[src/rtl/wildcard_star_regex_matcher_defines.svh]
// ---------------------------------------------------------------------------
// wildcard_star_regex_matcher_defines
// Assertion macros for the dot-star matcher; empty when synthesizing.
// ---------------------------------------------------------------------------
`ifndef WILDCARD_STAR_REGEX_MATCHER_DEFINES_SVH
`define WILDCARD_STAR_REGEX_MATCHER_DEFINES_SVH

`ifndef SYNTHESIS
// same-cycle implication
`define WSRM_ASSERT_SAME(lbl, ant, cons, msg) \
  lbl: assert property (@(posedge clk) disable iff (!rst_n) (ant) |-> (cons)) \
    else $error(msg);
// next-cycle implication
`define WSRM_ASSERT_NEXT(lbl, ant, cons, msg) \
  lbl: assert property (@(posedge clk) disable iff (!rst_n) (ant) |=> (cons)) \
    else $error(msg);
`else
`define WSRM_ASSERT_SAME(lbl, ant, cons, msg)
`define WSRM_ASSERT_NEXT(lbl, ant, cons, msg)
`endif

`endif

[src/rtl/wsrm_pkg.sv]
`timescale 1ns / 1ps
// ---------------------------------------------------------------------------
// wsrm_pkg
// Shared types and constants of the dot-star matcher.
// ---------------------------------------------------------------------------
package wsrm_pkg;

  localparam int SEG_CELLS   = 8;
  localparam int CFG_W       = 6;
  localparam int OP_W        = 2;
  localparam int TOK_IDX_W   = 5;
  localparam int BYTE_W      = 8;
  localparam int IN_TDATA_W  = 24;
  localparam int OUT_TDATA_W = 8;

  // in_tdata field positions
  localparam int IDX_LSB   = 0;
  localparam int TBYTE_LSB = 5;
  localparam int ANY_BIT   = 13;
  localparam int REP_BIT   = 14;
  localparam int TEXT_LSB  = 15;

  typedef enum logic [OP_W-1:0] {
    OP_LOAD  = 2'd0,
    OP_START = 2'd1,
    OP_TEXT  = 2'd2,
    OP_NONE  = 2'd3
  } op_t;

  typedef enum logic [1:0] {
    ST_IDLE,
    ST_RUN,
    ST_WAIT
  } state_t;

  typedef struct packed {
    logic              load;
    logic              first;
    logic              start;
    logic              prop;
    logic [BYTE_W-1:0] text_byte;
  } cell_ctl_t;

endpackage

[src/rtl/wsrm_cell.sv]
`timescale 1ns / 1ps
// ---------------------------------------------------------------------------
// wsrm_cell
// One pattern token and its prefix-match bit, with the closure carry link.
// ---------------------------------------------------------------------------
module wsrm_cell (
  input  logic                      clk,
  input  logic                      rst_n,
  input  wsrm_pkg::cell_ctl_t       ctl,
  input  logic                      tok_we,
  input  logic [wsrm_pkg::BYTE_W-1:0] tok_byte,
  input  logic                      tok_any,
  input  logic                      tok_rep,
  input  logic                      left_bit,
  input  logic                      carry_in,
  output logic                      own_bit,
  output logic                      base_bit,
  output logic                      carry_out
);

  logic [wsrm_pkg::BYTE_W-1:0] byte_r;
  logic                        any_r;
  logic                        rep_r;
  logic                        own_r;
  logic                        own_nxt;
  logic                        hit;

  always_ff @(posedge clk) begin
    if (tok_we) begin
      byte_r <= tok_byte;
      any_r  <= tok_any;
      rep_r  <= tok_rep;
    end
  end

  always_comb begin
    hit = any_r | (byte_r == ctl.text_byte);
    if (ctl.first) begin
      if (ctl.start) begin
        base_bit = 1'b0;
      end else if (rep_r) begin
        base_bit = own_r & hit;
      end else begin
        base_bit = left_bit & hit;
      end
    end else begin
      base_bit = own_r;
    end
    // starred token passes the left neighbor's match on
    carry_out = base_bit | (rep_r & carry_in);
    own_nxt   = (ctl.first || ctl.prop) ? carry_out : own_r;
  end

  always_ff @(posedge clk) begin
    if (!rst_n) begin
      own_r <= 1'b0;
    end else begin
      own_r <= own_nxt;
    end
  end

  assign own_bit = own_r;

endmodule

[src/rtl/wsrm_ctrl.sv]
`timescale 1ns / 1ps
// ---------------------------------------------------------------------------
// wsrm_ctrl
// Beat sequencer: decodes the op, counts closure passes, holds the result.
// ---------------------------------------------------------------------------
module wsrm_ctrl #(
  parameter int NUM_PASSES = 4
) (
  input  logic                        clk,
  input  logic                        rst_n,
  input  logic                        in_tvalid,
  output logic                        in_tready,
  input  wsrm_pkg::op_t               in_op,
  input  logic [wsrm_pkg::BYTE_W-1:0] in_text_byte,
  input  logic                        matched,
  output logic                        out_tvalid,
  input  logic                        out_tready,
  output logic                        out_matched,
  output wsrm_pkg::cell_ctl_t         ctl
);

  localparam int CW = (NUM_PASSES > 1) ? $clog2(NUM_PASSES) : 1;

  wsrm_pkg::state_t state_r, state_nxt;
  logic [CW-1:0]    pass_r, pass_nxt;
  logic             out_valid_r, out_valid_nxt;
  logic             out_matched_r;
  logic             out_load;

  always_ff @(posedge clk) begin
    if (!rst_n) begin
      state_r     <= wsrm_pkg::ST_IDLE;
      pass_r      <= '0;
      out_valid_r <= 1'b0;
    end else begin
      state_r     <= state_nxt;
      pass_r      <= pass_nxt;
      out_valid_r <= out_valid_nxt;
    end
  end

  always_ff @(posedge clk) begin
    if (out_load) begin
      out_matched_r <= matched;
    end
  end

  always_comb begin
    state_nxt     = state_r;
    pass_nxt      = pass_r;
    in_tready     = 1'b0;
    out_load      = 1'b0;
    ctl           = '0;
    ctl.text_byte = in_text_byte;
    case (state_r)
      wsrm_pkg::ST_IDLE: begin
        in_tready = 1'b1;
        if (in_tvalid) begin
          case (in_op)
            wsrm_pkg::OP_LOAD: begin
              ctl.load = 1'b1;
            end
            wsrm_pkg::OP_START: begin
              ctl.first = 1'b1;
              ctl.start = 1'b1;
            end
            wsrm_pkg::OP_TEXT: begin
              ctl.first = 1'b1;
            end
            default: ;
          endcase
          if (ctl.first && (NUM_PASSES > 1)) begin
            state_nxt = wsrm_pkg::ST_RUN;
            pass_nxt  = CW'(NUM_PASSES - 1);
          end else begin
            state_nxt = wsrm_pkg::ST_WAIT;
          end
        end
      end
      wsrm_pkg::ST_RUN: begin
        ctl.prop = 1'b1;
        if (pass_r == CW'(1)) begin
          state_nxt = wsrm_pkg::ST_WAIT;
        end else begin
          pass_nxt = pass_r - CW'(1);
        end
      end
      wsrm_pkg::ST_WAIT: begin
        if (!out_valid_r || out_tready) begin
          out_load  = 1'b1;
          state_nxt = wsrm_pkg::ST_IDLE;
        end
      end
      default: begin
        state_nxt = wsrm_pkg::ST_IDLE;
      end
    endcase
    out_valid_nxt = out_load | (out_valid_r & ~out_tready);
  end

  assign out_tvalid  = out_valid_r;
  assign out_matched = out_matched_r;

endmodule

[src/rtl/wildcard_star_regex_matcher.sv]
`timescale 1ns / 1ps
// ---------------------------------------------------------------------------
// wildcard_star_regex_matcher
// Dot-star pattern matcher over a row of token cells.
// ---------------------------------------------------------------------------
// Sequence: a start or text beat runs one closure pass per group of 8 cells,
// the first as it is taken and the rest in ST_RUN; a token load or unused op
// skips them. Each beat then waits in ST_WAIT until the result register is
// free, and no new beat is taken before its result is loaded.
// Reset: match row holds only bit 0, pattern_length is 0, token store is
// undefined until loaded.
`include "wildcard_star_regex_matcher_defines.svh"

module wildcard_star_regex_matcher #(
  parameter int MAX_TOKENS = 32
) (
  input  logic                                 clk,
  input  logic                                 rst_n,
  input  logic                                 cfg_wr_en,
  input  logic [wsrm_pkg::CFG_W-1:0]           cfg_wr_data,  // pattern_length
  input  logic                                 in_tvalid,
  output logic                                 in_tready,
  // token_index, token_byte, token_any, token_repeat, text_byte, pad
  input  logic [wsrm_pkg::IN_TDATA_W-1:0]      in_tdata,
  input  logic [wsrm_pkg::OP_W-1:0]            in_tuser,     // op
  output logic                                 out_tvalid,
  input  logic                                 out_tready,
  output logic [wsrm_pkg::OUT_TDATA_W-1:0]     out_tdata     // matched, pad
);

  localparam int NUM_PASSES = (MAX_TOKENS + wsrm_pkg::SEG_CELLS - 1) / wsrm_pkg::SEG_CELLS;
  localparam int RW = $clog2(MAX_TOKENS + 1);
  localparam int LW = (RW > wsrm_pkg::CFG_W) ? RW : wsrm_pkg::CFG_W;

  wsrm_pkg::cell_ctl_t ctl;

  logic [wsrm_pkg::CFG_W-1:0] cfg_len_r;
  logic [LW-1:0]              len_ext;
  logic [LW-1:0]              used_len;
  logic                       row0_r, row0_nxt;
  logic [MAX_TOKENS:0]        row;
  logic [MAX_TOKENS-1:0]      own_bits;
  logic [MAX_TOKENS-1:0]      base_bits;
  logic [MAX_TOKENS-1:0]      carry_in;
  logic [MAX_TOKENS-1:0]      carry_out;
  logic [MAX_TOKENS-1:0]      tok_we;
  logic                       matched;
  logic                       out_matched;

  logic [wsrm_pkg::TOK_IDX_W-1:0] tok_idx;
  logic [wsrm_pkg::BYTE_W-1:0]    tok_byte;
  logic [wsrm_pkg::BYTE_W-1:0]    text_byte;

  assign tok_idx   = in_tdata[wsrm_pkg::IDX_LSB +: wsrm_pkg::TOK_IDX_W];
  assign tok_byte  = in_tdata[wsrm_pkg::TBYTE_LSB +: wsrm_pkg::BYTE_W];
  assign text_byte = in_tdata[wsrm_pkg::TEXT_LSB +: wsrm_pkg::BYTE_W];

  always_ff @(posedge clk) begin
    if (!rst_n) begin
      cfg_len_r <= '0;
      row0_r    <= 1'b1;
    end else begin
      if (cfg_wr_en) begin
        cfg_len_r <= cfg_wr_data;
      end
      row0_r <= row0_nxt;
    end
  end

  // row bit 0 is set only for empty text
  assign row0_nxt = ctl.first ? ctl.start : row0_r;

  wsrm_ctrl #(
    .NUM_PASSES (NUM_PASSES)
  ) u_ctrl (
    .clk          (clk),
    .rst_n        (rst_n),
    .in_tvalid    (in_tvalid),
    .in_tready    (in_tready),
    .in_op        (wsrm_pkg::op_t'(in_tuser)),
    .in_text_byte (text_byte),
    .matched      (matched),
    .out_tvalid   (out_tvalid),
    .out_tready   (out_tready),
    .out_matched  (out_matched),
    .ctl          (ctl)
  );

  assign row[0] = row0_r;

  for (genvar j = 0; j < MAX_TOKENS; j++) begin : g_cell
    assign row[j+1]  = own_bits[j];
    assign tok_we[j] = ctl.load && ({{(32 - wsrm_pkg::TOK_IDX_W){1'b0}}, tok_idx} == 32'(j));

    // group heads take a registered carry in ST_RUN, the rest chain in-group
    if (j == 0) begin : g_head0
      assign carry_in[j] = ctl.first ? ctl.start : row0_r;
    end else if ((j % wsrm_pkg::SEG_CELLS) == 0) begin : g_head
      assign carry_in[j] = ctl.first ? base_bits[j-1] : row[j];
    end else begin : g_link
      assign carry_in[j] = carry_out[j-1];
    end

    wsrm_cell u_cell (
      .clk       (clk),
      .rst_n     (rst_n),
      .ctl       (ctl),
      .tok_we    (tok_we[j]),
      .tok_byte  (tok_byte),
      .tok_any   (in_tdata[wsrm_pkg::ANY_BIT]),
      .tok_rep   (in_tdata[wsrm_pkg::REP_BIT]),
      .left_bit  (row[j]),
      .carry_in  (carry_in[j]),
      .own_bit   (own_bits[j]),
      .base_bit  (base_bits[j]),
      .carry_out (carry_out[j])
    );
  end

  // length beyond the row saturates to the last position
  assign len_ext  = LW'(cfg_len_r);
  assign used_len = (len_ext > LW'(MAX_TOKENS)) ? LW'(MAX_TOKENS) : len_ext;
  assign matched  = row[used_len[RW-1:0]];

  assign out_tdata = {{(wsrm_pkg::OUT_TDATA_W - 1){1'b0}}, out_matched};

  `WSRM_ASSERT_NEXT(a_text_clears_row0, ctl.first && !ctl.start, !row0_r, "text kept row bit 0")
  `WSRM_ASSERT_NEXT(a_start_sets_row0, ctl.first && ctl.start, row0_r, "start cleared row bit 0")
  `WSRM_ASSERT_NEXT(a_prop_monotone, ctl.prop, (row & $past(row)) == $past(row), "row bit dropped")
  `WSRM_ASSERT_SAME(a_no_accept_in_pass, ctl.prop, !(in_tvalid && in_tready), "accept in pass")

endmodule

[config.mk]
export PLATFORM = sky130hd
export DESIGN_NAME = wildcard_star_regex_matcher
export DESIGN_NICKNAME = d
export VERILOG_FILES = /design/src/rtl/wsrm_pkg.sv /design/src/rtl/wsrm_cell.sv /design/src/rtl/wsrm_ctrl.sv /design/src/rtl/wildcard_star_regex_matcher.sv
export VERILOG_INCLUDE_DIRS = /design/src /design/src/rtl
export SDC_FILE = /design/constraint.sdc
export NUM_CORES = 1
export LEC_CHECK = 0
export ABC_AREA = 0
export BUFFER_PORTS_ARGS = -buffer_cell sky130_fd_sc_hd__buf_2
export CAP_MARGIN = 10
export CORE_UTILIZATION = 63
export CTS_CLUSTER_DIAMETER = 80
export DETAILED_ROUTE_END_ITERATION = 10
export PLACE_DENSITY = 0.8
export SLEW_MARGIN = 25
export SYNTH_ARGS = -nofsm -noshare
export SYNTH_HDL_FRONTEND = slang
export SYNTH_HIERARCHICAL = 1
export SYNTH_SLANG_ARGS = --single-unit
[constraint.sdc]
create_clock -name clk -period 7.6 [get_ports clk]
set_input_delay 1.52 -clock clk [delete_from_list [all_inputs] [get_ports clk]]
set_output_delay 1.52 -clock clk [all_outputs]
set_load 0.03 [all_outputs]
## Yosys cells after proc, flatten, opt, wreduce, memory -nomap -nowiden

Index checks and enable logic that the tools add are counted.

- Input port bits: 37
- Output and inout port bits: 10
- Flip-flop bits (word level): 365
- Word-level logic and storage cells: 538

- Add/sub/neg operators: 1
- Eq/ne operators: 73
- Bitwise operators: 163
- Muxes and demuxes: 123
- $lt $le $gt $ge: 2
- Reductions and logical operators: 42

Operators by type and width:

| operator | number |
|---|---|
| 8-bit equality test | 32 |
| 1-bit two-way mux | 110 |
| 1-bit bitwise AND | 97 |
| 5-bit equality test, second input constant | 16 |
| 1-bit OR | 65 |
| 5-bit by 4-bit equality test with 1-bit output, second input constant | 8 |
| 1-bit logical AND | 32 |
| 5-bit by 3-bit equality test with 1-bit output, second input constant | 4 |
| 2-bit two-way mux | 7 |
| 5-bit by 2-bit equality test with 1-bit output, second input constant | 2 |
| 6-bit by 7-bit < comparator with 1-bit output, second input constant | 1 |
| 1-bit binary-select mux with 6-bit select | 1 |
| 2-bit by 1-bit equality test with 1-bit output, second input constant | 3 |
| 6-bit greater-than comparator, second input constant | 1 |
| 3-bit two-way mux | 2 |
| 6-bit two-way mux | 1 |
| 2-bit by 1-bit != test with 1-bit output, second input constant | 3 |
| 2-bit case mux with 3 select lines | 1 |
| 5-bit by 1-bit equality test with 1-bit output, second input constant | 1 |
| 5-bit zero test | 1 |
| 2-bit equality test, second input constant | 2 |
| 2-bit zero test | 2 |
| 2-bit != test, second input constant | 2 |
| 2-bit case mux with 2 select lines | 1 |
| 8 further kinds | 9 |

## Longest topological paths before layout

Gate-level depths: netlist (run 1).

- Depth after elaboration: 26
- Mapped depth: 22
- Gate-level depth less buffers: 22

## Cells and area by module

The synthesis (run 1) kept the hierarchy.

By module, submodules not included:

| module | seq. area each (µm²) | cells each | instances | area each (µm²) |
|---|---|---|---|---|
| wsrm_cell | 320.3 | 32 | 32 | 506.7 |
| wildcard_star_regex_matcher | 140.1 | 132 | 1 | 925.9 |
| wsrm_ctrl | 130.1 | 41 | 1 | 405.4 |

## Worst setup path after synthesis (run 1)

No wires, ideal clock.

- Path kind: input port to flip-flop
- Start: input in_tuser[1] (netlist name)
- End: register g_cell[15].u_cell.own_r
- Stages on the path: 22
- Slack: 1512 ps
- Path buffers: 0
- Arrival: 5950 ps
- Library setup time: 138 ps
- Data required time: 7462 ps
- Cells stage by stage: inv_1 ha_1 and3_1 nand2b_1 o21ai_1 mux2_2 nand2_1 o211ai_2 nand2_1 o211ai_2 nand2_1 o211ai_2 nand2_1 o211ai_2 nand2_1 o211ai_2 nand2_1 o211ai_2 nand2_1 o211ai_2 o2111ai_1 o221ai_2

RTL lines:

| element | RTL line | source |
|---|---|---|
| from (decl) | wildcard_star_regex_matcher.sv:25 | `input logic [wsrm_pkg::OP_W-1:0] in_tuser,` |
| to (signal assigned) | wsrm_cell.sv:58 | `own_r <= own_nxt;` |
| to (decl) | wsrm_cell.sv:24 | `logic own_r;` |

==> results of run 1 <==
-- power groups by stage --
stage	sequential, W	clock, W	combinational, W
after global placement	0.00225	0	0.000281
after CTS	0.00221	0.00184	0.000292
after global routing	0.00221	0.00192	0.000314
final	0.00221	0.00182	0.000294
after detailed placement	0.00225	0	0.000290
after floorplan	0.00224	0	0.000183
-- placed cells by master, fill, tap and decap left out, types with 4 or more instances in the layout --
cell and count:
sky130_fd_sc_hd__a21oi_2 32, sky130_fd_sc_hd__buf_2 37, sky130_fd_sc_hd__buf_4 16, sky130_fd_sc_hd__clkbuf_1 10, sky130_fd_sc_hd__clkbuf_16 40, sky130_fd_sc_hd__clkinv_1 4, sky130_fd_sc_hd__clkinv_2 9, sky130_fd_sc_hd__conb_1 7
sky130_fd_sc_hd__dfxtp_1 44, sky130_fd_sc_hd__edfxtp_1 321, sky130_fd_sc_hd__inv_1 38, sky130_fd_sc_hd__mux2_2 37, sky130_fd_sc_hd__mux2i_1 8, sky130_fd_sc_hd__mux4_2 4, sky130_fd_sc_hd__nand2_1 33, sky130_fd_sc_hd__nand2b_1 39
sky130_fd_sc_hd__nand3_1 6, sky130_fd_sc_hd__nand3b_1 31, sky130_fd_sc_hd__nand4b_1 33, sky130_fd_sc_hd__nor2_1 43, sky130_fd_sc_hd__nor2b_1 8, sky130_fd_sc_hd__nor4_2 64, sky130_fd_sc_hd__o2111ai_1 32, sky130_fd_sc_hd__o211ai_2 28
sky130_fd_sc_hd__o21a_1 4, sky130_fd_sc_hd__o221ai_2 32, sky130_fd_sc_hd__xor2_1 256
-- path summary, 6_finish.rpt --
path	from	endpoint	slack, ps
setup reg to reg	u_ctrl/state_r[1]$_SDFFE_PN0P_	g_cell[23].u_cell/own_bit$_SDFFE_PN0P_	3610
hold / removal	u_ctrl/pass_r[1]$_SDFFE_PN0P_	u_ctrl/pass_r[1]$_SDFFE_PN0P_	470
hold reg to reg	u_ctrl/pass_r[1]$_SDFFE_PN0P_	u_ctrl/pass_r[1]$_SDFFE_PN0P_	470
setup / recovery	in_tuser[0]	g_cell[23].u_cell/own_bit$_SDFFE_PN0P_	2760
-- metal layers --
layer / track usage / wire length (um) / part of all wire
met2: 0.4582 / 18710 / 0.49
met5: 0 / 0 / 0
met3: 0.03714 / 2390 / 0.063
met1: 0.3774 / 15890 / 0.42
met4: 0.1041 / 1164 / 0.031
-- cell type report --
cell class | count | area (sq um) | area share
well taps | 341 | 426.7 | 0.02223
clock inverters | 20 | 168.9 | 0.008801
clock buffers | 52 | 1066 | 0.05554
repair buffers | 54 | 332.8 | 0.01734
inverters | 38 | 142.6 | 0.007432
multi-input cells | 737 | 6535 | 0.3405
flip-flops and latches | 365 | 10520 | 0.5481
-- registers in the layout (all words and copies together), names as in the netlist, 2 cells and up --
name                   flops
g_cell.u_cell/byte_r     256
g_cell.u_cell/any_r       32
g_cell.u_cell/own_bit     32
g_cell.u_cell/rep_r       32
cfg_len_r                  6
u_ctrl/pass_r              2
u_ctrl/state_r             2
-- worst max-delay path: cells and delay by family --
family / cells / cell delay (ps)
muxes: 1 / 390
adders and majority gates: 1 / 340
AOI/OAI and AO/OA: 9 / 910
and+or+nand+nor: 8 / 1480
buffers and inverters: 3 / 540
-- per-stage QoR --
step	hold WS (ps)	power (W)	utilization	area (sq um)	setup slack [ps]
final	465.5	0.004317	0.7121	19190	2763
after global routing	489.4	0.004443	0.7121	19190	2500
after CTS	469.7	0.004341	0.7111	19160	2836
after detailed placement	456.3	0.002538	0.6653	17930	2297
after global placement	448.5	0.002529	0.6653	17930	2445
after floorplan	440.5	0.002423	-	17350	1597
==> results by stage, run 1 <==
STA:
- Setup violations remaining at the end of the flow were counted as 0.
- The headroom to the max-slew limit is 0.3290.
- The final period demand of the worst path is 4837 ps.
- For the final routed database, the setup TNS stands at 0 ps.
- The max-slew violation count was 0.
- Between clock sinks in the finished design, the worst skew comes to 21.04 ps.
- The count of endpoints failing hold in the final timing report came to 0.
- Setup repair after global routing left no endpoint under its margin.
- The worst-margin pin slew is 1006 ps.
- Static timing analysis puts the maximum clock frequency at 0.2068 GHz.
- Of the available clock period, the critical path in the final layout requires 0.6364.

Layout:
- The layout-stage area growth over the synthesis result is 10.75%.
- The layout has 1729 filler cells.
- In the final design database the tool counted 1275 nets.
- Of the cells placed in the final design, the portion with a size suffix greater than 1 is 0.2496.
- Excluding fillers, the count of instances in the completed layout stands at 1607.
- The repair_antennas step left the layout with diodes totalling 0.

Pwr:
- In this run the power density over the cells is 225.0 mW/mm^2.
- The part of the total power dissipated in combinational logic is 0.068.
- The analysis attributes to cell leakage a power of 6.424 nW.
- The internal power contribution is 0.003339 W.
- Of the total power, the share spent switching nets is 0.2266.
- The analysis attributes to net switching a power of 0.0009783 W.
- The share of total power dissipated in the clock network is 0.421.
- Of the total power, registers draw 0.511.
- The peak supply drop is 0.2078 mV.

Critical path:
- On the worst path, the slowest cell contributes a delay of 870 ps.
- The signal on the critical path passes through buf_2 > inv_1 > ha_1 > and3_4 > buf_4 > mux2_2 > nand2_1 > o211ai_2 > nand2_1 > o211ai_2 > nand2_1 > o211ai_2 > nand2_1 > o211ai_2 > nand2_1 > o211ai_2 > nand2_1 > o211ai_2 > nand2_1 > o211ai_2 > o2111ai_1 > o221ai_2.
- The top fanout value on the critical path is 104.
- The critical setup path kind is input port to register.
- Data on the critical path is required at its endpoint by 7990 ps.
- Measured in cells, the most critical reg-to-reg path has a length of 20.
- The arrival time at the worst endpoint is 5230 ps.
- STA classifies the critical path endpoint as a register.
- The largest individual stage delay along the critical path comes from the cell sky130_fd_sc_hd__and3_4.
- STA classifies the critical path startpoint as an input port.

Drt:
- The final wirelength is 38150 um.
- The post-route DRC violation count is 0.
- In the routed layout, each cell is associated on average with a via count of 6.329.
- The first-iteration detailed-routing DRC count is 949.
- The final antenna-violating net count is 0.
- The first-pass iteration count of the detailed router is 5.
- The total via count in the routed design is 10170.
- The average routed wire per standard cell is 23.74 um.

Global routing:
- The via count of the first global-routing pass is 10110.
- The global-route wire length before repair is 58190 um.
- Across every metal layer, demand over resource in global routing totals 0.2772.
- Entering global routing, the biggest net connects 105 pins.
- The initial antenna violation count is 0.
- The total global routing overflow is 0.

Floorplanning:
- The placeable core area is 0.02695 sq mm.
- The die covers 0.02817 sq mm.
- The vertical die dimension is 167.9 um.
- For this configuration, the core starts out at a cell density of 0.6430.
- The floorplan has 60 rows.
- The x dimension of the die is 167.9 um.
- The top-level I/O count is 47.

Place:
- The total half-perimeter wirelength after legalization and detailed placement is 21660 um.
- Once placement completed, the tool counted placed cells totaling 1534.
- Port buffering added 38 buffers.
- The final RePlAce weighted congestion is 0.8035.

Worst hold path:
- The path type of the worst min-delay path is register to register.
- The depth of the worst hold-timing path is 1.

Clocking:
- The number of CTS-inserted buffers is 39.
- The clock-pin slew on the worst setup and hold paths is 60 ps.
- For this design, the CTS-stage hold fixing added 0 buffers.
- Gates resized during post-CTS repair numbered 0.
- Clock tree synthesis found a total of 365 sinks.
- The number of setup buffers added after CTS is 0.
- Clock latency on the worst-skew pair, taken at its later pin, is 530 ps.
- In this run the number of H-tree levels came out at 2.
- TritonCTS built the clock tree.
- The tree is rooted in a sky130_fd_sc_hd__clkbuf_16.
- The largest buffer count on any clock path is 3.

Synthesis:
- The number of warnings printed during yosys synthesis is 6.
- The synthesized instance count is 1159.
- The netlist area before placement is 0.01733 sq mm.
- After synthesis, the mean cell area works out to 14.95 sq um.

Job:
- The number of max-cap violations is 0.

Run status:
- The run finished with clean final reports.
Power figures use the tool's default switching activity.
==> run 2: changes to the inputs <==
- CORE_UTILIZATION: 63 -> 57
- PLACE_DENSITY: 0.8 -> 0.77
- clock period: 7.6 -> 4.1 ns (I/O delays scaled with it)
==> run 2 against run 1 <==
Compared with the run above:
- global-route usage down 3.1 points
- wire length decreased by 2.6%
- via count decreased by 2.2%
- critical path depth is 1 higher
- register-to-register slack worse by 2700 ps
- combinational power is 83% higher
- core utilization shrank 6.4 points
- critical path type unchanged
- final area rose by 0.69%
- total power is 84% higher
- hold slack better by 8.9 ps
- largest cell class unchanged
- die area grew 10%
- sequential cell count is the same
==> results by stage, run 2 (synthesis gave the netlist of run 1 again) <==
Layout:
- The largest register by flop count is g_cell.u_cell/byte_r.
- The number of filler instances in the final layout is 2151 (+24%).
- The most frequent standard cell in the layout excluding fill and tap cells is sky130_fd_sc_hd__edfxtp_1.
- The area growth from synthesis to layout is 11.52%.
- The count of nets after finishing was 1286 (+0.86%).
- The flip-flop count of the largest register, all copies and words added is 256 (unchanged).
- The share of post-route cells with drive strength above 1 is 0.2578 (+0.008232).
- The library cells used most frequently in the layout, excluding fill and tap cells, are sky130_fd_sc_hd__edfxtp_1, sky130_fd_sc_hd__xor2_1, sky130_fd_sc_hd__nor4_2, sky130_fd_sc_hd__dfxtp_1, sky130_fd_sc_hd__nor2_1.

Worst hold path:
- The startpoint identified for the worst hold timing path is u_ctrl/pass_r[1]$_SDFFE_PN0P_.
- The depth of the worst hold-timing path is 1 (unchanged).
- The path with the worst hold slack has its endpoint at u_ctrl/pass_r[1]$_SDFFE_PN0P_.
- The path type of the worst min-delay path is register to register.

STA:
- The final total negative setup slack came to 0 ps (unchanged).
- The count of endpoints failing hold in the final timing report is 0 (unchanged).
- The final period demand of the worst path is 3334 ps.
- Setup repair after global routing left no endpoint under its margin.
- The max-slew violation count came to 0 (unchanged).
- The setup slack of the critical path after layout was 765.5 ps (-1998 ps).
- For this run, the top clock speed supported by timing is 0.2999 GHz.
- The post-route clock skew came to 16.92 ps (-4.121 ps).
- The headroom to the max-slew limit is 0.3346 (+0.005599).
- The final count of negative-setup-slack endpoints came to 0 (unchanged).
- Dividing the final minimum period by the clock period gives 0.8133.
- The worst-margin pin slew is 995.9 ps (-10.51 ps).

Clocking:
- The buffer type at the clock tree root is sky130_fd_sc_hd__clkbuf_16.
- The post-CTS setup repair buffer count is 0 (unchanged).
- The count of cells resized by post-cts repair is 0 (unchanged).
- The number of CTS-inserted buffers was 38 (-2.6%).
- The number of levels in the clock H-tree is 2 (unchanged).
- The insertion delay to the later sink of the worst-skew pair is 530 ps (about the same).
- The largest buffer count on any clock path is 3 (unchanged).
- The clock-pin slew on the worst setup and hold paths is 60 ps (about the same).
- The count of hold buffers inserted by post-cts repair is 0 (unchanged).
- The number of sinks on the clock net is 365 (unchanged).
- TritonCTS built the clock tree.

Job:
- The number of max-cap violations came to 0 (unchanged).

Critical path:
- The data required time of the critical path is 4490 ps (-3500 ps).
- The launching element type of the critical path is an input port.
- The worst reg2reg path depth is 21 (+5.0%).
- The critical setup path kind is input port to register.
- The reg2reg setup slack came to 880 ps (-2730 ps).
- In this run the critical register-to-register path is captured at g_cell[23].u_cell/own_bit$_SDFFE_PN0P_.
- In this run the critical register-to-register path is launched from u_ctrl/state_r[1]$_SDFFE_PN0P_.
- The arrival time at the worst endpoint is 3720 ps (-1510 ps).
- The top fanout value on the critical path was 28 (-73%).
- The endpoint class of the critical path is a register.

Floorplanning:
- The starting density of the core is 0.5816 (-0.06140).
- The vertical die dimension is 176.4 um (+5.1%).
- The placeable core area is 0.02980 sq mm (+11%).
- The top-level I/O count is 47 (unchanged).
- The x dimension of the die was 176.4 um (+5.1%).
- The die outline area is 0.03110 sq mm (+10%).
- The count of standard-cell rows is 63 (+5.0%).

Place:
- The total half-perimeter wirelength after legalization and detailed placement came to 22980 um (+6.1%).
- The count of port buffers added during placement is 38 (unchanged).
- The worst-case setup slack after placement is 233.7 ps (-2064 ps).
- The final RePlAce weighted congestion was 0.8241 (+2.6%).

Global routing:
- The combined global-route utilization of all metal layers is 0.2460 (-0.03119).
- The pin count of the biggest net entering global routing is 56 (-47%).
- The initial antenna violation count is 1 (+1).
- The total global routing overflow came to 0 (unchanged).
- The global-route wire length before repair is 57250 um (-1.6%).
- The via count of the first global-routing pass is 10120 (+0.13%).

Pwr:
- The leakage power total is 6.477 nW (+0.82%).
- The peak supply drop is 0.4687 mV (+130%).
- The power per standard cell area came to 411.6 mW/mm^2 (+83%).

Drt:
- The average routed wire per standard cell is 22.30 um (-6.1%).
- The vias per cell is 5.964 (-5.8%).
- The first-pass iteration count of the detailed router is 5 (unchanged).
- The first-iteration detailed-routing DRC count was 858 (-9.6%).
- The post-route DRC violation count was 0 (unchanged).
- The final antenna-violating net count is 0 (unchanged).
- The total via count in the routed design is 9942 (-2.2%).
- The final wirelength is 37170 um (-2.6%).

Run status:
- The run finished with clean final reports.
## run 2: metrics by stage
step           hold slack, ps  std cells  area (sq um)    util  total power [W]
5_1_grt                 490.4       1667         19320  0.6486         0.008202
3_3_place_gp            446.4       1596         18110  0.6077         0.004692
3_5_place_dp            461.0       1596         18110  0.6077         0.004705
6_report                474.4       1667         19320  0.6486         0.007953
4_1_cts                 475.4       1666         19320  0.6485         0.008013
2_1_floorplan           440.5       1165         17360       -         0.004490
## run 2: worst max-delay path by stage
| stage | start | to | slack, ps | depth (start not counted) |
|---|---|---|---|---|
| floorplan | in_tuser[1] | g_cell[15].u_cell/own_bit$_SDFFE_PN0P_ | 230 | 22 |
| global placement | in_tuser[0] | g_cell[23].u_cell/own_bit$_SDFFE_PN0P_ | 350 | 23 |
| detailed placement | in_tuser[0] | g_cell[23].u_cell/own_bit$_SDFFE_PN0P_ | 230 | 23 |
| CTS | in_tuser[0] | g_cell[23].u_cell/own_bit$_SDFFE_PN0P_ | 780 | 23 |
| global route | in_tuser[0] | g_cell[23].u_cell/own_bit$_SDFFE_PN0P_ | 510 | 23 |
| finish | in_tuser[0] | g_cell[23].u_cell/own_bit$_SDFFE_PN0P_ | 770 | 23 |
## run 2: area by class of cell
class	instances	area, sq um	area share
Antenna cell	1	2.502	0.0001295
Clock inverter	17	157.7	0.008158
Timing Repair Buffer	66	415.4	0.02150
Sequential cell	365	10520	0.5444
Multi-Input combinational cell	737	6541	0.3385
Tap cell	390	488.0	0.02525
Clock buffer	53	1057	0.05471
Inverter	38	142.6	0.007381
## run 2: critical path, cell delays in order
cell and delay (ps):
sky130_fd_sc_hd__buf_2 90, sky130_fd_sc_hd__inv_1 40, sky130_fd_sc_hd__ha_1 340, sky130_fd_sc_hd__and3_4 430
sky130_fd_sc_hd__nand2b_1 190, sky130_fd_sc_hd__o21ai_1 70, sky130_fd_sc_hd__mux2_2 280, sky130_fd_sc_hd__nand2_1 80
sky130_fd_sc_hd__o211ai_2 90, sky130_fd_sc_hd__nand2_1 80, sky130_fd_sc_hd__o211ai_2 90, sky130_fd_sc_hd__nand2_1 80
sky130_fd_sc_hd__o211ai_2 90, sky130_fd_sc_hd__nand2_1 90, sky130_fd_sc_hd__o211ai_2 90, sky130_fd_sc_hd__nand2_1 80
sky130_fd_sc_hd__o211ai_2 90, sky130_fd_sc_hd__nand2_1 80, sky130_fd_sc_hd__o211ai_2 90, sky130_fd_sc_hd__nand2_1 80
sky130_fd_sc_hd__o211ai_2 80, sky130_fd_sc_hd__o2111ai_1 120, sky130_fd_sc_hd__o221ai_2 120
## run 2: per-layer routing
metal | track usage | part of all wire
met1 | 0.3415 | 0.44
met2 | 0.4040 | 0.49
met3 | 0.03252 | 0.049
met4 | 0.07687 | 0.022
met5 | 0 | 0
## run 2: power breakdown
| group | leakage [nW] | total [W] | switching (W) | internal [W] |
|---|---|---|---|---|
| sequential | 3.24 | 0.00409 | 0.0000271 | 0.00406 |
| combinational | 2.64 | 0.000539 | 0.000369 | 0.000170 |
| clock | 0.599 | 0.00333 | 0.00138 | 0.00194 |
| total | 6.48 | 0.00795 | 0.00178 | 0.00617 |
==> run 3: changes to the inputs <==
- ABC_AREA: 0 -> 1
- CORE_UTILIZATION: 57 -> 63
- PLACE_DENSITY: 0.77 -> 0.8
- clock period: 4.1 -> 3.2 ns (I/O delays scaled with it)
==> run 3 against run 2 <==
Compared with the run above:
- critical path depth increased by 7
- core utilization increased by 8.6 points
- sequential power increased by 32%
- area after synthesis increased by 11%
- final area increased by 13%
- first-iteration DRC count increased by 59%
- wire length increased by 26%
- synthesized cell count increased by 86%
- largest power group unchanged
- sequential share of layout area decreased by 6.4 points
- sequential cell count unchanged
- combinational power increased to 2.8 times the previous value
- global-route usage increased by 6.7 points
==> results by stage, run 3 <==
Run status:
- The flow ran to the end, and the final reports show no timing, DRC or antenna violations.

Floorplanning:
- The vertical die dimension is 176.5 um (about the same).
- The die outline area is 0.03114 sq mm (+0.12%).
- The starting density of the core came to 0.6436 (+0.06198).
- The top-level I/O count was 47 (unchanged).
- The x dimension of the die is 176.5 um (about the same).
- The count of standard-cell rows came to 63 (unchanged).
- The placeable core area is 0.02980 sq mm (unchanged).

Drt:
- The first-pass iteration count of the detailed router is 5 (unchanged).
- The final antenna-violating net count is 0 (unchanged).
- The first-iteration detailed-routing DRC count is 1366 (+59%).
- The post-route DRC violation count is 0 (unchanged).
- The final wirelength is 46920 um (+26%).
- The average routed wire per standard cell came to 16.98 um (-24%).
- The total via count in the routed design is 14550 (+46%).
- The vias per cell is 5.267 (-12%).

STA:
- The final count of negative-setup-slack endpoints is 0 (unchanged).
- The final period demand of the worst path is 3018 ps.
- The max-slew violation count came to 0 (unchanged).
- The post-route clock skew was 15.49 ps (-1.430 ps).
- Static timing analysis puts the maximum clock frequency at 0.3313 GHz.
- The worst hold slack is 379.2 ps (-95.28 ps).
- The headroom to the max-slew limit is 0.3619 (+0.02724).
- The share of the clock period used by the worst path is 0.9432.
- The worst-margin pin slew is 957.2 ps (-38.75 ps).
- The count of endpoints failing hold in the final timing report is 0 (unchanged).

Critical path:
- The data required time of the critical path is 3670 ps (-820 ps).
- The largest stage delay on the critical path is 290 ps (-140 ps).
- The first element of the critical path is in_tuser[1].
- The critical setup path kind is input port to register.
- The reg2reg setup slack is 250 ps (-630 ps).
- The top fanout value on the critical path is 5 (-82%).
- The endpoint class of the critical path is a register.
- STA classifies the critical path startpoint as an input port.
- By instance count, the cell type seen most on the critical path is sky130_fd_sc_hd__nand2_1.
- The slowest stage cell on the critical path is sky130_fd_sc_hd__ha_1.
- The arrival time at the worst endpoint was 3490 ps (-230 ps).
- The startpoint of the most critical register-to-register path is u_ctrl/state_r[0]$_SDFFE_PN0P_.
- The worst reg2reg path depth came to 28 (+33%).

Pwr:
- The power per standard cell area is 497.1 mW/mm^2 (+21%).
- The peak supply drop is 0.4475 mV (-4.5%).
- The leakage power total is 10.02 nW (+55%).

Layout:
- The layout-stage area growth over the synthesis result is 14.20%.
- The flip-flop count of the largest register, all copies and words added is 256 (unchanged).
- The largest register by flop count is g_cell.u_cell/byte_r.
- Leaving out fill and tap cells, the most frequent cell in the layout is sky130_fd_sc_hd__nand2_1.
- The count of nets after finishing is 2387 (+86%).
- The share of post-route cells with drive strength above 1 came to 0.1387 (-0.1191).
- The library cells used most frequently in the layout, excluding fill and tap cells, are sky130_fd_sc_hd__nand2_1, sky130_fd_sc_hd__inv_1, sky130_fd_sc_hd__edfxtp_1, sky130_fd_sc_hd__nor2_1, sky130_fd_sc_hd__xnor2_1.
- The share of the core filled with cells in the final layout was 0.7349 (+0.08638).

Global routing:
- The total global routing overflow is 0 (unchanged).
- The global-route wire length before repair is 74450 um (+30%).
- The pin count of the biggest net entering global routing is 45 (-20%).
- The busiest layer in global routing is met2.
- The met1 capacity usage during global routing came to 0.3967 (+0.05518).
- The via count of the first global-routing pass came to 14880 (+47%).
- The initial antenna violation count is 2 (+1).
- The combined global-route utilization of all metal layers is 0.3130 (+0.06701).
- The global-route met2 utilization was 0.5477 (+0.1437).
- The met3 track utilization from global routing came to 0.04587 (+0.01335).

Place:
- The count of port buffers added during placement is 38 (unchanged).
- The total half-perimeter wirelength after legalization and detailed placement is 31080 um (+35%).
- The final RePlAce weighted congestion was 0.8915 (+8.2%).

Clocking:
- The clock-pin slew on the worst setup and hold paths is 60 ps (about the same).
- The number of CTS-inserted buffers is 38 (unchanged).
- The number of sinks on the clock net is 365 (unchanged).
- The buffer type at the clock tree root is sky130_fd_sc_hd__clkbuf_16.
- The number of levels in the clock H-tree was 2 (unchanged).
- The largest buffer count on any clock path was 3 (unchanged).
- The TritonCTS clock tree is built.
- The insertion delay to the later sink of the worst-skew pair is 530 ps (about the same).

Worst hold path:
- In this run the worst hold path is classified as input port to register.
- The depth of the worst hold-timing path came to 3 (+2).
- The startpoint identified for the worst hold timing path is cfg_wr_data[1].

Synthesis:
- The netlist area before placement came to 0.01918 sq mm (+11%).
- The synthesized instance count is 2161 (+86%).
- The number of warnings printed during yosys synthesis is 6 (unchanged).
- The per-instance average area after synthesis is 8.874 sq um (-41%).

Job:
- The number of max-cap violations was 0 (unchanged).
## run 3: cell type report
class / count / area, sq um
sequential: 365 / 10520
fill: 1996 / 7898
antenna: 1 / 2.502
tap: 390 / 488.0
clock inverter: 19 / 118.9
inverter: 465 / 1758
clock buffer: 46 / 980.9
multi-input combinational: 1316 / 6844
timing repair buffer: 161 / 1186
## run 3: critical path: cells and delay by family
kind | cells | cell delay, ps
AOI/OAI and AO/OA | 1 | 70
buffers and inverters | 5 | 430
adders and majority gates | 1 | 290
and+or+nand+nor | 23 | 2050
## run 3: path summary, 6_finish.rpt
kind / endpoint
worst max-delay path: g_cell[31].u_cell/own_bit$_SDFFE_PN0P_
worst min-delay path: cfg_len_r[1]$_SDFFE_PN0P_
worst max register to register: g_cell[31].u_cell/own_bit$_SDFFE_PN0P_
worst min register to register: cfg_len_r[2]$_SDFFE_PN0P_
## run 3: what timing repair did
action / 4_1_cts / 5_1_grt
endpoints found under the setup margin: 0 / 4
resized for setup: 0 / 12
endpoints found under the hold margin: 0 / 0
hold buffers: 0 / 0
setup buffers: 0 / 3
## run 3: power breakdown
part / switching, W / internal (W)
combinational: 0.000934 / 0.000564
sequential: 0.000122 / 0.00527
clock: 0.00180 / 0.00220
## run 3: metal layers
| layer | wire [um] | up-vias |
|---|---|---|
| met1 | 18970 | 6887 |
| met4 | 1223 | 2 |
| met5 | 12 | - |
| li1 | - | 6991 |
| met2 | 23300 | 568 |
| met3 | 3406 | 104 |
## run 3: metrics by stage
| step | instance area, sq um | total power (W) | worst slack [ps] | setup TNS (ps) | cells |
|---|---|---|---|---|---|
| after detailed placement | 20720 | 0.006935 | -324.3 | -2686 | 2694 |
| after CTS | 21820 | 0.01088 | 197.0 | 0 | 2759 |
| after global routing | 21900 | 0.01128 | -3.145 | -3.145 | 2762 |
| after global placement | 20720 | 0.006854 | -227.2 | -1667 | 2694 |
| after floorplan | 19240 | 0.006433 | -588.7 | -5744 | 2167 |
| final | 21900 | 0.01088 | 181.9 | 0 | 2763 |
